### config.mk
export PLATFORM = sky130hd
export DESIGN_NAME = scrolling_led_matrix_floor_display_top
export DESIGN_NICKNAME = d
export VERILOG_FILES = /design/src/hdl/slmfd_pkg.sv /design/src/hdl/scrolling_led_matrix_floor_display_top.sv /design/src/hdl/slmfd_in_stage.sv /design/src/hdl/slmfd_engine.sv
export SDC_FILE = /design/constraint.sdc
export NUM_CORES = 1
export LEC_CHECK = 0
export BUFFER_PORTS_ARGS = -buffer_cell sky130_fd_sc_hd__buf_4
export CORE_MARGIN = 2
export CORE_UTILIZATION = 43
export CTS_BUF_LIST = sky130_fd_sc_hd__clkbuf_8
export CTS_CLUSTER_SIZE = 24
export DETAILED_ROUTE_END_ITERATION = 16
export PLACE_DENSITY = 0.69
export SLEW_MARGIN = 30
export SYNTH_ARGS = -nofsm -noshare
export SYNTH_HDL_FRONTEND = slang
export SYNTH_HIERARCHICAL = 1
export SYNTH_SLANG_ARGS = --single-unit
### constraint.sdc
create_clock -name clk -period 4.9 [get_ports clk]
set_clock_uncertainty 0.2 [all_clocks]
set_input_delay 0.245 -clock clk [delete_from_list [all_inputs] [get_ports clk]]
set_output_delay 0.245 -clock clk [all_outputs]
set_load 0.01 [all_outputs]
### src/hdl/slmfd_pkg.sv
// ----------------------------------------------------------------------------
// slmfd_pkg
// Shared types, command codes and glyph ROMs for the scrolling floor display.
// ----------------------------------------------------------------------------
package slmfd_pkg;

  localparam int unsigned CHAR_COUNT     = 2;
  localparam logic [15:0] PERIOD_RESET   = 16'd50;
  localparam logic [3:0]  FLOOR_RESET    = 4'd1;
  localparam logic [3:0]  DIGIT_COUNT    = 4'd6;
  localparam logic [15:0] TICK_MAX       = 16'hFFFF;
  localparam logic [7:0]  COLUMNS_OFF    = 8'hFF;

  typedef enum logic [1:0] {
    CMD_SET_FLOOR = 2'd0,
    CMD_TICK      = 2'd1,
    CMD_SCAN      = 2'd2
  } cmd_t;

  typedef struct packed {
    logic [1:0] command;
    logic [3:0] floor;
  } item_t;

  typedef struct packed {
    logic [7:0] column_drive;
    logic [7:0] row_drive;
    logic       going_down;
  } result_t;

  localparam logic [0:5][0:7][7:0] DIGIT_ROM = {
    {8'h70, 8'h88, 8'h98, 8'hA8, 8'hC8, 8'h88, 8'h70, 8'h00},
    {8'h40, 8'hC0, 8'h40, 8'h40, 8'h40, 8'h40, 8'hE0, 8'h00},
    {8'h70, 8'h88, 8'h08, 8'h10, 8'h20, 8'h40, 8'hF8, 8'h00},
    {8'hF8, 8'h10, 8'h20, 8'h10, 8'h08, 8'h88, 8'h70, 8'h00},
    {8'h10, 8'h30, 8'h50, 8'h90, 8'hF8, 8'h10, 8'h10, 8'h00},
    {8'hF8, 8'h80, 8'hF0, 8'h08, 8'h08, 8'h88, 8'h70, 8'h00}
  };

  localparam logic [0:1][0:7][7:0] ARROW_ROM = {
    {8'h18, 8'h18, 8'h3C, 8'h7E, 8'h18, 8'h18, 8'h18, 8'h18},
    {8'h18, 8'h18, 8'h18, 8'h18, 8'h7E, 8'h3C, 8'h18, 8'h18}
  };

endpackage

### src/hdl/scrolling_led_matrix_floor_display_top.sv
// ----------------------------------------------------------------------------
// scrolling_led_matrix_floor_display_top
// 8x8 LED matrix driver showing a direction arrow and a scrolling floor digit.
//
//   channel | ports                                       | direction
//   --------+---------------------------------------------+----------
//   in      | in_valid/in_ready, in_command, in_floor     | input
//   out     | out_valid/out_ready, out_column_drive,      | output
//           | out_row_drive, out_going_down               |
//   cfg     | cfg_valid/cfg_ready, cfg_data               | input
//
// One transaction per cycle while the output is not stalled; each one goes
// through the input register, a single pass through the engine, and the result register.
// Synchronous active-low reset; no clearing pass, ready in the first cycle
// out of reset.
// A stalled output holds its result while the input register still takes a
// further transaction.
// ----------------------------------------------------------------------------
module scrolling_led_matrix_floor_display_top #(
  parameter int unsigned CHAR_COUNT = slmfd_pkg::CHAR_COUNT
) (
  input  logic        clk,
  input  logic        rst_n,
  input  logic        in_valid,
  output logic        in_ready,
  input  logic [1:0]  in_command,
  input  logic [3:0]  in_floor,
  output logic        out_valid,
  input  logic        out_ready,
  output logic [7:0]  out_column_drive,
  output logic [7:0]  out_row_drive,
  output logic        out_going_down,
  input  logic        cfg_valid,
  output logic        cfg_ready,
  input  logic [15:0] cfg_data
);
  import slmfd_pkg::*;

  logic        item_valid;
  item_t       item;
  result_t     res;
  result_t     out_r;
  logic        out_valid_r;
  logic        can_load;
  logic        fire;
  logic [15:0] scroll_period_r;

  assign can_load  = !out_valid_r || out_ready;
  assign fire      = item_valid && can_load;
  assign cfg_ready = 1'b1;

  slmfd_in_stage u_in_stage (
    .clk        (clk),
    .rst_n      (rst_n),
    .in_valid   (in_valid),
    .in_ready   (in_ready),
    .in_command (in_command),
    .in_floor   (in_floor),
    .advance    (can_load),
    .item_valid (item_valid),
    .item       (item)
  );

  slmfd_engine #(
    .CHAR_COUNT (CHAR_COUNT)
  ) u_engine (
    .clk           (clk),
    .rst_n         (rst_n),
    .fire          (fire),
    .item          (item),
    .scroll_period (scroll_period_r),
    .res           (res)
  );

  always_ff @(posedge clk) begin
    if (!rst_n) begin
      scroll_period_r <= PERIOD_RESET;
    end else if (cfg_valid && cfg_ready) begin
      scroll_period_r <= cfg_data;
    end
  end

  always_ff @(posedge clk) begin
    if (!rst_n) begin
      out_valid_r <= 1'b0;
    end else if (can_load) begin
      out_valid_r <= item_valid;
    end
  end

  always_ff @(posedge clk) begin
    if (fire) begin
      out_r <= res;
    end
  end

  assign out_valid        = out_valid_r;
  assign out_column_drive = out_r.column_drive;
  assign out_row_drive    = out_r.row_drive;
  assign out_going_down   = out_r.going_down;

  // a lit row only ever comes with exactly one column driven
  a_scan_one_column: assert property (@(posedge clk) disable iff (!rst_n)
    out_valid && (out_row_drive != 8'h00) |-> $countones(~out_column_drive) == 1)
    else $error("row drive without a single active column");

  // columns either all off or exactly one on
  a_column_shape: assert property (@(posedge clk) disable iff (!rst_n)
    out_valid |-> (out_column_drive == COLUMNS_OFF) ||
                  ($countones(~out_column_drive) == 1))
    else $error("illegal column pattern");

  // a waiting item in the input register is not lost while the output stalls
  a_item_held: assert property (@(posedge clk) disable iff (!rst_n)
    item_valid && !can_load |=> item_valid && $stable(item))
    else $error("input register dropped a transaction");

  // a stalled result is not overwritten
  a_result_held: assert property (@(posedge clk) disable iff (!rst_n)
    out_valid_r && !out_ready |=> out_valid_r && $stable(out_r))
    else $error("result register overwritten under stall");

endmodule

### src/hdl/slmfd_in_stage.sv
// ----------------------------------------------------------------------------
// slmfd_in_stage
// Input register: captures one transaction and holds it until it is processed.
// ----------------------------------------------------------------------------
module slmfd_in_stage (
  input  logic                 clk,
  input  logic                 rst_n,
  input  logic                 in_valid,
  output logic                 in_ready,
  input  logic [1:0]           in_command,
  input  logic [3:0]           in_floor,
  input  logic                 advance,
  output logic                 item_valid,
  output slmfd_pkg::item_t     item
);
  import slmfd_pkg::*;

  logic  valid_r;
  item_t item_r;

  assign in_ready   = !valid_r || advance;
  assign item_valid = valid_r;
  assign item       = item_r;

  always_ff @(posedge clk) begin
    if (!rst_n) begin
      valid_r <= 1'b0;
    end else if (in_ready) begin
      valid_r <= in_valid;
    end
  end

  always_ff @(posedge clk) begin
    if (in_valid && in_ready) begin
      item_r.command <= in_command;
      item_r.floor   <= in_floor;
    end
  end

endmodule

### src/hdl/slmfd_engine.sv
// ----------------------------------------------------------------------------
// slmfd_engine
// Display state: floor, glyph slots, scroll position, frame and scan column.
// ----------------------------------------------------------------------------
module slmfd_engine #(
  parameter int unsigned CHAR_COUNT = slmfd_pkg::CHAR_COUNT
) (
  input  logic                 clk,
  input  logic                 rst_n,
  input  logic                 fire,
  input  slmfd_pkg::item_t     item,
  input  logic [15:0]          scroll_period,
  output slmfd_pkg::result_t   res
);
  import slmfd_pkg::*;

  localparam logic [1:0] SLOT_WRAP = 2'(CHAR_COUNT + 1);

  logic [3:0]  cur_floor_r, cur_floor_nxt;
  logic [15:0] tick_count_r, tick_count_nxt;
  logic [2:0]  bit_offset_r, bit_offset_nxt;
  logic [1:0]  slot_index_r, slot_index_nxt;
  logic [2:0]  scan_col_r, scan_col_nxt;
  logic        arrow_down_r, arrow_down_nxt;
  logic [7:0]  slot0_r [8];
  logic [7:0]  slot0_nxt [8];
  logic [7:0]  slot1_r [8];
  logic [7:0]  slot1_nxt [8];
  logic [7:0]  frame_r [8];
  logic [7:0]  frame_nxt [8];

  logic [15:0] tick_inc;
  logic        scroll_due;
  logic [1:0]  s_hi;
  logic [1:0]  si_inc;
  logic        down;
  logic [7:0]  lo_byte;
  logic [7:0]  hi_byte;
  logic [15:0] pair;

  assign tick_inc   = (tick_count_r != TICK_MAX) ? tick_count_r + 16'd1 : tick_count_r;
  assign scroll_due = (tick_inc >= scroll_period);
  assign s_hi       = slot_index_r + 2'd1;
  assign si_inc     = slot_index_r + 2'd1;
  assign down       = !(cur_floor_r < item.floor);

  always_comb begin
    cur_floor_nxt  = cur_floor_r;
    tick_count_nxt = tick_count_r;
    bit_offset_nxt = bit_offset_r;
    slot_index_nxt = slot_index_r;
    scan_col_nxt   = scan_col_r;
    arrow_down_nxt = arrow_down_r;
    slot0_nxt      = slot0_r;
    slot1_nxt      = slot1_r;
    frame_nxt      = frame_r;
    lo_byte        = 8'h00;
    hi_byte        = 8'h00;
    pair           = 16'h0000;
    res.column_drive = COLUMNS_OFF;
    res.row_drive    = 8'h00;

    case (cmd_t'(item.command))
      CMD_SET_FLOOR: begin
        arrow_down_nxt = down;
        cur_floor_nxt  = item.floor;
        tick_count_nxt = '0;
        for (int j = 0; j < 8; j++) begin
          slot0_nxt[j] = ARROW_ROM[down][j];
          slot1_nxt[j] = (item.floor < DIGIT_COUNT) ? DIGIT_ROM[item.floor[2:0]][j] : 8'h00;
        end
      end
      CMD_TICK: begin
        tick_count_nxt = tick_inc;
        if (scroll_due) begin
          tick_count_nxt = '0;
          for (int k = 0; k < 8; k++) begin
            unique case (slot_index_r)
              2'd0:    lo_byte = slot0_r[k];
              2'd1:    lo_byte = slot1_r[k];
              default: lo_byte = 8'h00;
            endcase
            unique case (s_hi)
              2'd0:    hi_byte = slot0_r[k];
              2'd1:    hi_byte = slot1_r[k];
              default: hi_byte = 8'h00;
            endcase
            pair         = {hi_byte, lo_byte} >> bit_offset_r;
            frame_nxt[k] = pair[7:0];
          end
          bit_offset_nxt = bit_offset_r + 3'd1;
          if (bit_offset_r == 3'd7) begin
            slot_index_nxt = (si_inc == SLOT_WRAP) ? 2'd0 : si_inc;
          end
        end
      end
      CMD_SCAN: begin
        res.column_drive = ~(8'h01 << scan_col_r);
        res.row_drive    = frame_r[scan_col_r];
        scan_col_nxt     = scan_col_r + 3'd1;
      end
      default: ;
    endcase

    res.going_down = arrow_down_nxt;
  end

  always_ff @(posedge clk) begin
    if (!rst_n) begin
      cur_floor_r  <= FLOOR_RESET;
      tick_count_r <= '0;
      bit_offset_r <= '0;
      slot_index_r <= '0;
      scan_col_r   <= '0;
      arrow_down_r <= 1'b0;
      slot0_r      <= '{default: '0};
      slot1_r      <= '{default: '0};
      frame_r      <= '{default: '0};
    end else if (fire) begin
      cur_floor_r  <= cur_floor_nxt;
      tick_count_r <= tick_count_nxt;
      bit_offset_r <= bit_offset_nxt;
      slot_index_r <= slot_index_nxt;
      scan_col_r   <= scan_col_nxt;
      arrow_down_r <= arrow_down_nxt;
      slot0_r      <= slot0_nxt;
      slot1_r      <= slot1_nxt;
      frame_r      <= frame_nxt;
    end
  end

endmodule
Word-level counts from Yosys, hierarchy flattened
Memories as Yosys holds them, arrays and structs flattened.
Index checks and enable logic that the tools add are counted.
Word-level totals
  register bits after elaboration: 262
  memory bits (read-only): 512
  logic and storage cells: 154
  memories kept: 1
Memories
  (name not given): depth 8, bits a word 64, rd ports 1, clocked after memory_dff 0, write ports 0, RTL line slmfd_engine.sv:70  | slot1_nxt[j] = (item.floor < DIGIT_COUNT) ? DIGIT_ROM[item.floor[2:0]][j] : 8'h00;
Cells by class
  add/subtract/negate cells: 4
  order comparisons: 6
  eq/ne operators: 7
  shifts and indexed selects: 9
  muxes and demuxes: 69
  bitwise gates (word level): 4
  reductions and logical operators: 16
Operators by type and width (number)
  8-bit 2-to-1 mux: 42
  64-bit 2-to-1 mux: 4
  8-bit case mux with 2 select lines: 16
  16-bit by 3-bit right shift with 8-bit output: 8
  46-bit 2-to-1 mux: 1
  16-bit 2-to-1 mux: 2
  16-bit case mux with 2 select lines: 1
  8-bit binary-select mux with 3-bit select: 1
  16-bit by 1-bit adder with 16-bit output (second input constant): 1
  16-bit greater-or-equal comparator: 1
  16-bit inequality test (second input constant): 1
  4-bit greater-or-equal comparator (second input constant): 2
  3-bit inverter with 4-bit output: 2
  8-bit inverter: 1
  1-bit by 3-bit left shift with 8-bit output (first input constant): 1
  3-bit by 1-bit adder with 3-bit output (second input constant): 2
  2-bit by 1-bit == test with 1-bit output (second input constant): 3
  2-bit zero test: 3
  2-bit AND reduction: 3
  2-bit == test (second input constant): 2
  4-bit by 3-bit < comparator with 1-bit output (second input constant): 1
  4-bit < comparator: 1
  4-bit AND reduction: 1
  3-bit == test (second input constant): 1
  10 further kinds: 14

Longest topological paths before layout
Gate-level depths: netlist of run 1.
  word-level depth: 6
  mapped depth: 15
  depth with buffers taken out: 11

By module
Netlist of run 1, hierarchy kept.
Modules (own cells, without submodules)
  slmfd_engine: instances 1, cells an instance 1074, area each 8818.5 um2, sequential area each 2342.2 um2
  scrolling_led_matrix_floor_display_top: instances 1, cells an instance 75, area each 1173.6 um2, sequential area each 850.8 um2
  slmfd_in_stage: instances 1, cells an instance 11, area each 237.7 um2, sequential area each 200.2 um2

Least setup slack after synthesis of run 1
No wires, ideal clock.
  kind: flip-flop to flip-flop
  start: register u_engine.tick_count_r[3]
  end: register u_engine/frame_r[61] in the netlist's numbering
  data arrival time: 3.337 ns
  slack: 1.240 ns
  cell stages (with the launch flop): 13
  path buffers: 2
  cell sequence: dfxtp_1 > buf_2 > nand4_4 > nor4_2 > nand2_1 > xnor2_1 > ha_1 > nand2b_1 > a2111oi_1 > o32ai_2 > o21ai_1 > buf_2 > mux2_1
On the way
  longest elaborated chain between the ends: 4
RTL lines
  from (decl): RTL line slmfd_engine.sv:20  | logic [15:0] tick_count_r, tick_count_nxt;
  from (signal assigned): RTL line slmfd_engine.sv:121  | tick_count_r <= tick_count_nxt;
  16-bit by 1-bit adder with 16-bit output or 16-bit inequality test (tied branches): RTL line slmfd_engine.sv:41  | assign tick_inc = (tick_count_r != TICK_MAX) ? tick_count_r + 16'd1 : tick_count_r;
  16-bit 2-to-1 mux (*): RTL line slmfd_engine.sv:41
  16-bit greater-or-equal comparator (*): RTL line slmfd_engine.sv:42  | assign scroll_due = (tick_inc >= scroll_period);
  3-bit AND reduction (no source line) (*)
  to (signal assigned): RTL line slmfd_engine.sv:128  | frame_r <= frame_nxt;
  to (decl): RTL line slmfd_engine.sv:29  | logic [7:0] frame_r [8];
Every way passes the cells marked *; elsewhere a longest branch is shown, timed or not.
A chain may end at the register's enable or synchronous reset.

Worst setup path in the final report of run 1
  start: register u_engine.tick_count_r[3]
  end: register u_engine.tick_count_r[3]
On the way
  longest elaborated chain between the ends: 5
RTL lines
  16-bit by 1-bit adder with 16-bit output or 16-bit inequality test (tied branches): RTL line slmfd_engine.sv:41
  16-bit 2-to-1 mux (*): RTL line slmfd_engine.sv:41
  16-bit greater-or-equal comparator: RTL line slmfd_engine.sv:42
  16-bit 2-to-1 mux (*): RTL line slmfd_engine.sv:75  | if (scroll_due) begin
  16-bit case mux with 2 select lines (*): RTL line slmfd_engine.sv:63  | case (cmd_t'(item.command))
Marks and branches as above.

==> results.json, run 1 <==
{
  "cts_sinks": 158,
  "drc": 0,
  "reg2reg_setup_slack_ns": 0.90,
  "r2r-start": "u_engine/tick_count_r[3]",
  "setup_violations": 0,
  "drt_wl_total_mm": 29.9,
  "placed_area_um2": 10700,
  "layout.cells.non_filler": 1498,
  "ant_nets": 0,
  "crit_type": "flip-flop to flip-flop",
  "cp-startpoint": "u_engine/tick_count_r[3]",
  "routedWlPerCell_um": 20.0,
  "grt_use_total": 0.243,
  "antenna_found_initial": 0,
  "utilization": 0.489,
  "cp_max_fo": 9,
  "syn_nets": 1224,
  "area_growth_pct": 12.0,
  "drt_pass1_iterations": 6,
  "start_util": 0.437,
  "grt_max_degree": 86,
  "critPathLaunchType": "flip-flop",
  "rows": 56,
  "avgViaCountPerCell": 6.21,
  "crit_slowest_cell": "dfxtp_1",
  "synth_top_area_frac": 0.264,
  "drv_cap": 0,
  "synth-seq-area-share": 0.332,
  "hold_path.class": "input port to flip-flop",
  "placed_cells": 1435,
  "vias": 9296,
  "worst_ir_drop_vdd_v": 0.000133,
  "synth_edf_count": 23,
  "status": "complete, no violations",
  "drt_iter0_drc": 1329,
  "slew_headroom": 0.316,
  "gp_congestion": 0.999,
  "setup_slack_ns": 0.901,
  "fin_area_um2": 11500,
  "hold_slack_ns": 0.0361,
  "finalHoldViolCount": 0,
  "synthFlopType": "dfxtp_1",
  "htree_num_levels": 4,
  "synthDistinctLibCells": 90,
  "grt_pass1_vias": 8454,
  "die_y_um": 158,
  "fmax_ghz": 0.250,
  "synth_warnings": 6,
  "clk_pin_slew_worst_paths_ns": 0.11,
  "cts_buffer_depth": 2,
  "synthTopCellsByArea": "dfxtp_1 (26%), edfxtp_1 (6.8%), mux2i_1 (6.0%)",
  "worst_setup_path_end_kind": "flip-flop",
  "post_cts_buffers": 0,
  "period_minus_slack_ns": 4.00,
  "syn_area_um2": 10200,
  "ctsHoldBuffers": 31,
  "rsz0062_at_grt": "no",
  "die_width_um": 158,
  "p_per_area_nw_per_um2": 225,
  "slowest_delay_ns": 0.53,
  "grt-ovfl-total": 0,
  "arrival_ns": 4.17,
  "final_cell_mix": "nand2_1 (137), dfxtp_1 (132), a21oi_1 (84)",
  "tns_ns": 0,
  "pre_cts_ws_ns": 1.01,
  "root_buffer": "clkbuf_8",
  "p_int_mw": 1.82,
  "min_period_over_period": 0.816,
  "switchingPower_uw": 756,
  "p_clk_frac": 0.395,
  "yosysTopAreaCell": "dfxtp_1",
  "switching_share": 0.293,
  "path_cells": "nand4_4 > nor4_2 > buf_4 > nand2_1 > a31oi_1 > ha_1 > a21oi_1 > a2bb2oi_1 > and3_1 > nand3_1 > o311ai_0",
  "finalNetCount": 1230,
  "ios": 47,
  "worst_pin_slew_ns": 1.03,
  "synth_seq_cells": 158,
  "core_um2": 23400,
  "hold_start": "rst_n",
  "drive_above_1_share": 0.154,
  "cts_buffers": 17,
  "grt_pass1_wl_mm": 47.3,
  "antenna_cells": 0,
  "dieArea_um2": 25000,
  "pwr-share-seq": 0.527,
  "layout_commonest_cell": "nand2_1",
  "power_frac_comb": 0.078,
  "worstSkewPairLatency_ns": 0.47,
  "p_leak_nw": 4.40,
  "syn_inst": 1160,
  "total_power_mw": 2.57,
  "tritoncts": "yes",
  "port_buffers": 45,
  "async_reset_ff_frac": 0,
  "report.final.slew_viol_count": 0,
  "cts.repair.resized": 0,
  "required_ns": 5.07,
  "hpwl_mm": 20.8,
  "avgSynthCellArea_um2": 8.82
}
cell type report:
class	instances	area, um2
multi-input combinational	844	6230
tap	319	399
timing repair buffer	102	843
clock buffer	17	234
sequential	158	3400
inverter	43	161
fill	2285	11900
clock inverter	15	193
flip-flops by register name, indices dropped and copies added (netlist names):
register	cells
out_column_drive	8
out_going_down	1
out_row_drive	8
out_valid	1
scroll_period_r	16
u_engine/arrow_down_r	1
u_engine/bit_offset_r	3
u_engine/cur_floor_r	4
u_engine/frame_r	64
u_engine/scan_col_r	3
u_engine/slot0_r	3
u_engine/slot1_r	21
u_engine/slot_index_r	2
u_engine/tick_count_r	16
u_in_stage/item	6
u_in_stage/item_valid	1
critical path, delay by kind of cell, from the launching register on:
kind | cells | cell delay (ns)
compound gates | 4 | 1.23
simple gates | 5 | 1.46
buf+inv | 1 | 0.18
fa+ha+maj | 1 | 0.29
flops | 1 | 0.53
logic make-up after synthesis:
kind of cell / share of synthesized area
buf+inv: 0.0626
compound gates: 0.244
simple gates: 0.172
other cells: 0.000367
flops: 0.332
xor+xnor: 0.00771
fa+ha+maj: 0.0453
mux: 0.137
worst paths after layout:
kind	endpoint	depth (start not counted)
hold reg to reg	u_engine/frame_r[9]	2
hold / removal	u_engine/bit_offset_r[2]	3
setup reg to reg	u_engine/tick_count_r[3]	11
setup / recovery	u_engine/tick_count_r[3]	11
cell usage after synthesis, types with 10 or more instances:
library cell and number:
a21oi_1 84, a22oi_1 18, a31oi_1 18, and3_1 12
buf_1 11, buf_2 13, clkbuf_1 87, dfxtp_1 135
edfxtp_1 23, ha_1 37, inv_1 42, mux2_2 19
mux2i_1 61, mux4_2 25, nand2_1 137, nand3_1 38
nand4_1 10, nor2_1 45, nor2b_1 25, o2111ai_1 11
o211a_1 22, o211ai_1 47, o21ai_0 31
metal layers:
| metal | global-route usage | part of all wire | vias up |
|---|---|---|---|
| met3 | 0.0495 | 0.092 | 56 |
| met1 | 0.345 | 0.44 | 4398 |
| met5 | 0 | 0 | - |
| li1 | - | - | 4364 |
| met4 | 0.0695 | 0.021 | 0 |
| met2 | 0.374 | 0.44 | 478 |
power groups by stage:
stage | registers, mW | logic (mW) | clock network, mW
after global placement | 1.39 | 0.175 | 0
final | 1.36 | 0.201 | 1.02
after CTS | 1.36 | 0.199 | 1.04
after global routing | 1.36 | 0.220 | 1.10
after detailed placement | 1.39 | 0.177 | 0
after floorplan | 1.38 | 0.124 | 0
No activity file was read; power rests on OpenSTA's default activity.
==> inputs of run 2 (changes only) <==
==> constraint.sdc (replaced) <==
create_clock -name clk -period 4.2 [get_ports clk]
set_clock_uncertainty 0.2 [all_clocks]
set_input_delay 0.21 -clock clk [delete_from_list [all_inputs] [get_ports clk]]
set_output_delay 0.21 -clock clk [all_outputs]
set_load 0.01 [all_outputs]
==> results.json, run 2 (synthesized netlist as in run 1, its figures left out) <==
{
  "status": "complete, no violations",
  "power_frac_comb": 0.082,
  "critPathLaunchType": "flip-flop",
  "top_register": "u_engine/frame_r",
  "ios": 47,
  "nFillCells": 2235,
  "grt_max_degree": 92,
  "placed_cells": 1447,
  "worst_pin_slew_ns": 1.01,
  "grt_pass1_wl_mm": 48.8,
  "start_util": 0.437,
  "drc": 0,
  "setup_violations": 0,
  "routedWlPerCell_um": 20.0,
  "post_cts_buffers": 0,
  "p_int_mw": 2.26,
  "min_period_over_period": 0.937,
  "slew_headroom": 0.323,
  "drt_iter0_drc": 1311,
  "biggestRegsByFlops": "u_engine/frame_r (64), u_engine/slot1_r (21)",
  "path_cells": "ha_1 > nand2_1 > nor4_1 > a21oi_1 > ha_1 > nand4_1 > buf_4 > or3_1 > nand3_1 > buf_4 > nor2_1 > o221a_2",
  "area_growth_pct": 14.2,
  "vias": 9456,
  "worst_setup_path_end_kind": "flip-flop",
  "gp_congestion": 0.974,
  "top_usage_layer": "met2",
  "switching_share": 0.254,
  "grt.met1_usage": 0.349,
  "rows": 56,
  "arrival_ns": 4.09,
  "finalHoldViolCount": 0,
  "avgViaCountPerCell": 6.20,
  "tritoncts": "yes",
  "multi_input_area_um2": 6220,
  "drive_above_1_share": 0.159,
  "htree_num_levels": 4,
  "switchingPower_uw": 769,
  "drt_pass1_iterations": 6,
  "seq_area_um2": 3400,
  "ant_nets": 0,
  "fmax_ghz": 0.254,
  "drv_cap": 0,
  "antenna_found_initial": 1,
  "clk_pin_slew_worst_paths_ns": 0.09,
  "dieArea_um2": 25000,
  "grt_pass1_vias": 8901,
  "largest_reg_flops": 64,
  "rsz0062_at_grt": "no",
  "cts_sinks": 158,
  "drt_wl_total_mm": 30.5,
  "slowest_delay_ns": 0.45,
  "report.final.slew_viol_count": 0,
  "p_clk_frac": 0.394,
  "p_leak_nw": 4.54,
  "layout_commonest_cell": "nand2_1",
  "tns_ns": 0,
  "hold_path.class": "input port to flip-flop",
  "core_um2": 23400,
  "hpwl_mm": 21.5,
  "pwr-share-seq": 0.524,
  "required_ns": 4.35,
  "crit_slowest_cell": "or3_1",
  "final_cell_mix": "nand2_1 (137), dfxtp_1 (131), a21oi_1 (84)",
  "crit_type": "flip-flop to flip-flop",
  "layout.cells.non_filler": 1525,
  "die_width_um": 158,
  "grt_util_met2": 0.386,
  "finalNetCount": 1256,
  "die_y_um": 158,
  "worstSkewPairLatency_ns": 0.46,
  "p_per_area_nw_per_um2": 259,
  "cts_buffers": 17,
  "grt-ovfl-total": 0,
  "cp_max_fo": 29,
  "port_buffers": 45,
  "cts_buffer_depth": 2,
  "met3_usage": 0.0545,
  "root_buffer": "clkbuf_8",
  "worst_ir_drop_vdd_v": 0.000179,
  "period_minus_slack_ns": 3.93,
  "grt_use_total": 0.250
}
-- run 2: per-stage QoR --
step	util	cell area [um2]	hold slack (ns)	power (mW)	setup WS [ns]
after floorplan	-	10200	0.109	1.75	0.540
after global placement	0.462	10800	0.188	1.83	0.313
after detailed placement	0.462	10800	0.189	1.83	0.254
after CTS	0.499	11700	0.0133	3.05	0.214
after global routing	0.499	11700	0.0363	3.14	0.0326
final	0.499	11700	0.0300	3.03	0.265
-- run 2: final cells by class --
class / count / area share
clock inverter: 15 / 0.0146
timing repair buffer: 128 / 0.0933
antenna: 1 / 0.000214
inverter: 43 / 0.0138
clock buffer: 17 / 0.0200
multi-input combinational: 844 / 0.533
tap: 319 / 0.0342
sequential: 158 / 0.291
-- run 2: timing repair --
item,CTS,global route
endpoints found under the setup margin,0,8
gates resized for setup,0,2
endpoints found under the hold margin,33,0
hold buffers,45,0
-- run 2: final timing paths --
kind                             from              endpoint  slack [ns]  depth (start not counted)
min                         cfg_valid    scroll_period_r[2]        0.03                          3
min reg2reg      u_engine/frame_r[11]  u_engine/frame_r[11]        0.26                          2
max          u_engine/tick_count_r[0]  u_engine/frame_r[46]        0.27                         12
max reg2reg  u_engine/tick_count_r[0]  u_engine/frame_r[46]        0.27                         12
-- run 2: metal layers --
metal  up-vias  wire (um)
met5         -          0
met4         0        784
met3        69       2910
met2       446      13400
met1      4521      13400
li1       4420          -
-- run 2: power by group through the flow --
stage	clock network (mW)	logic (mW)	registers, mW
after floorplan	0	0.145	1.60
after global placement	0	0.207	1.62
after detailed placement	0	0.209	1.62
after CTS	1.22	0.245	1.58
after global routing	1.28	0.272	1.59
final	1.19	0.249	1.58
-- run 2: worst max-delay path: cells and delay by family, from the launching register on --
family,cells,cell delay [ns]
and+or+nand+nor,6,1.65
adders and majority gates,2,0.59
buffers and inverters,2,0.57
DFF,1,0.42
AOI/OAI and AO/OA,2,0.41
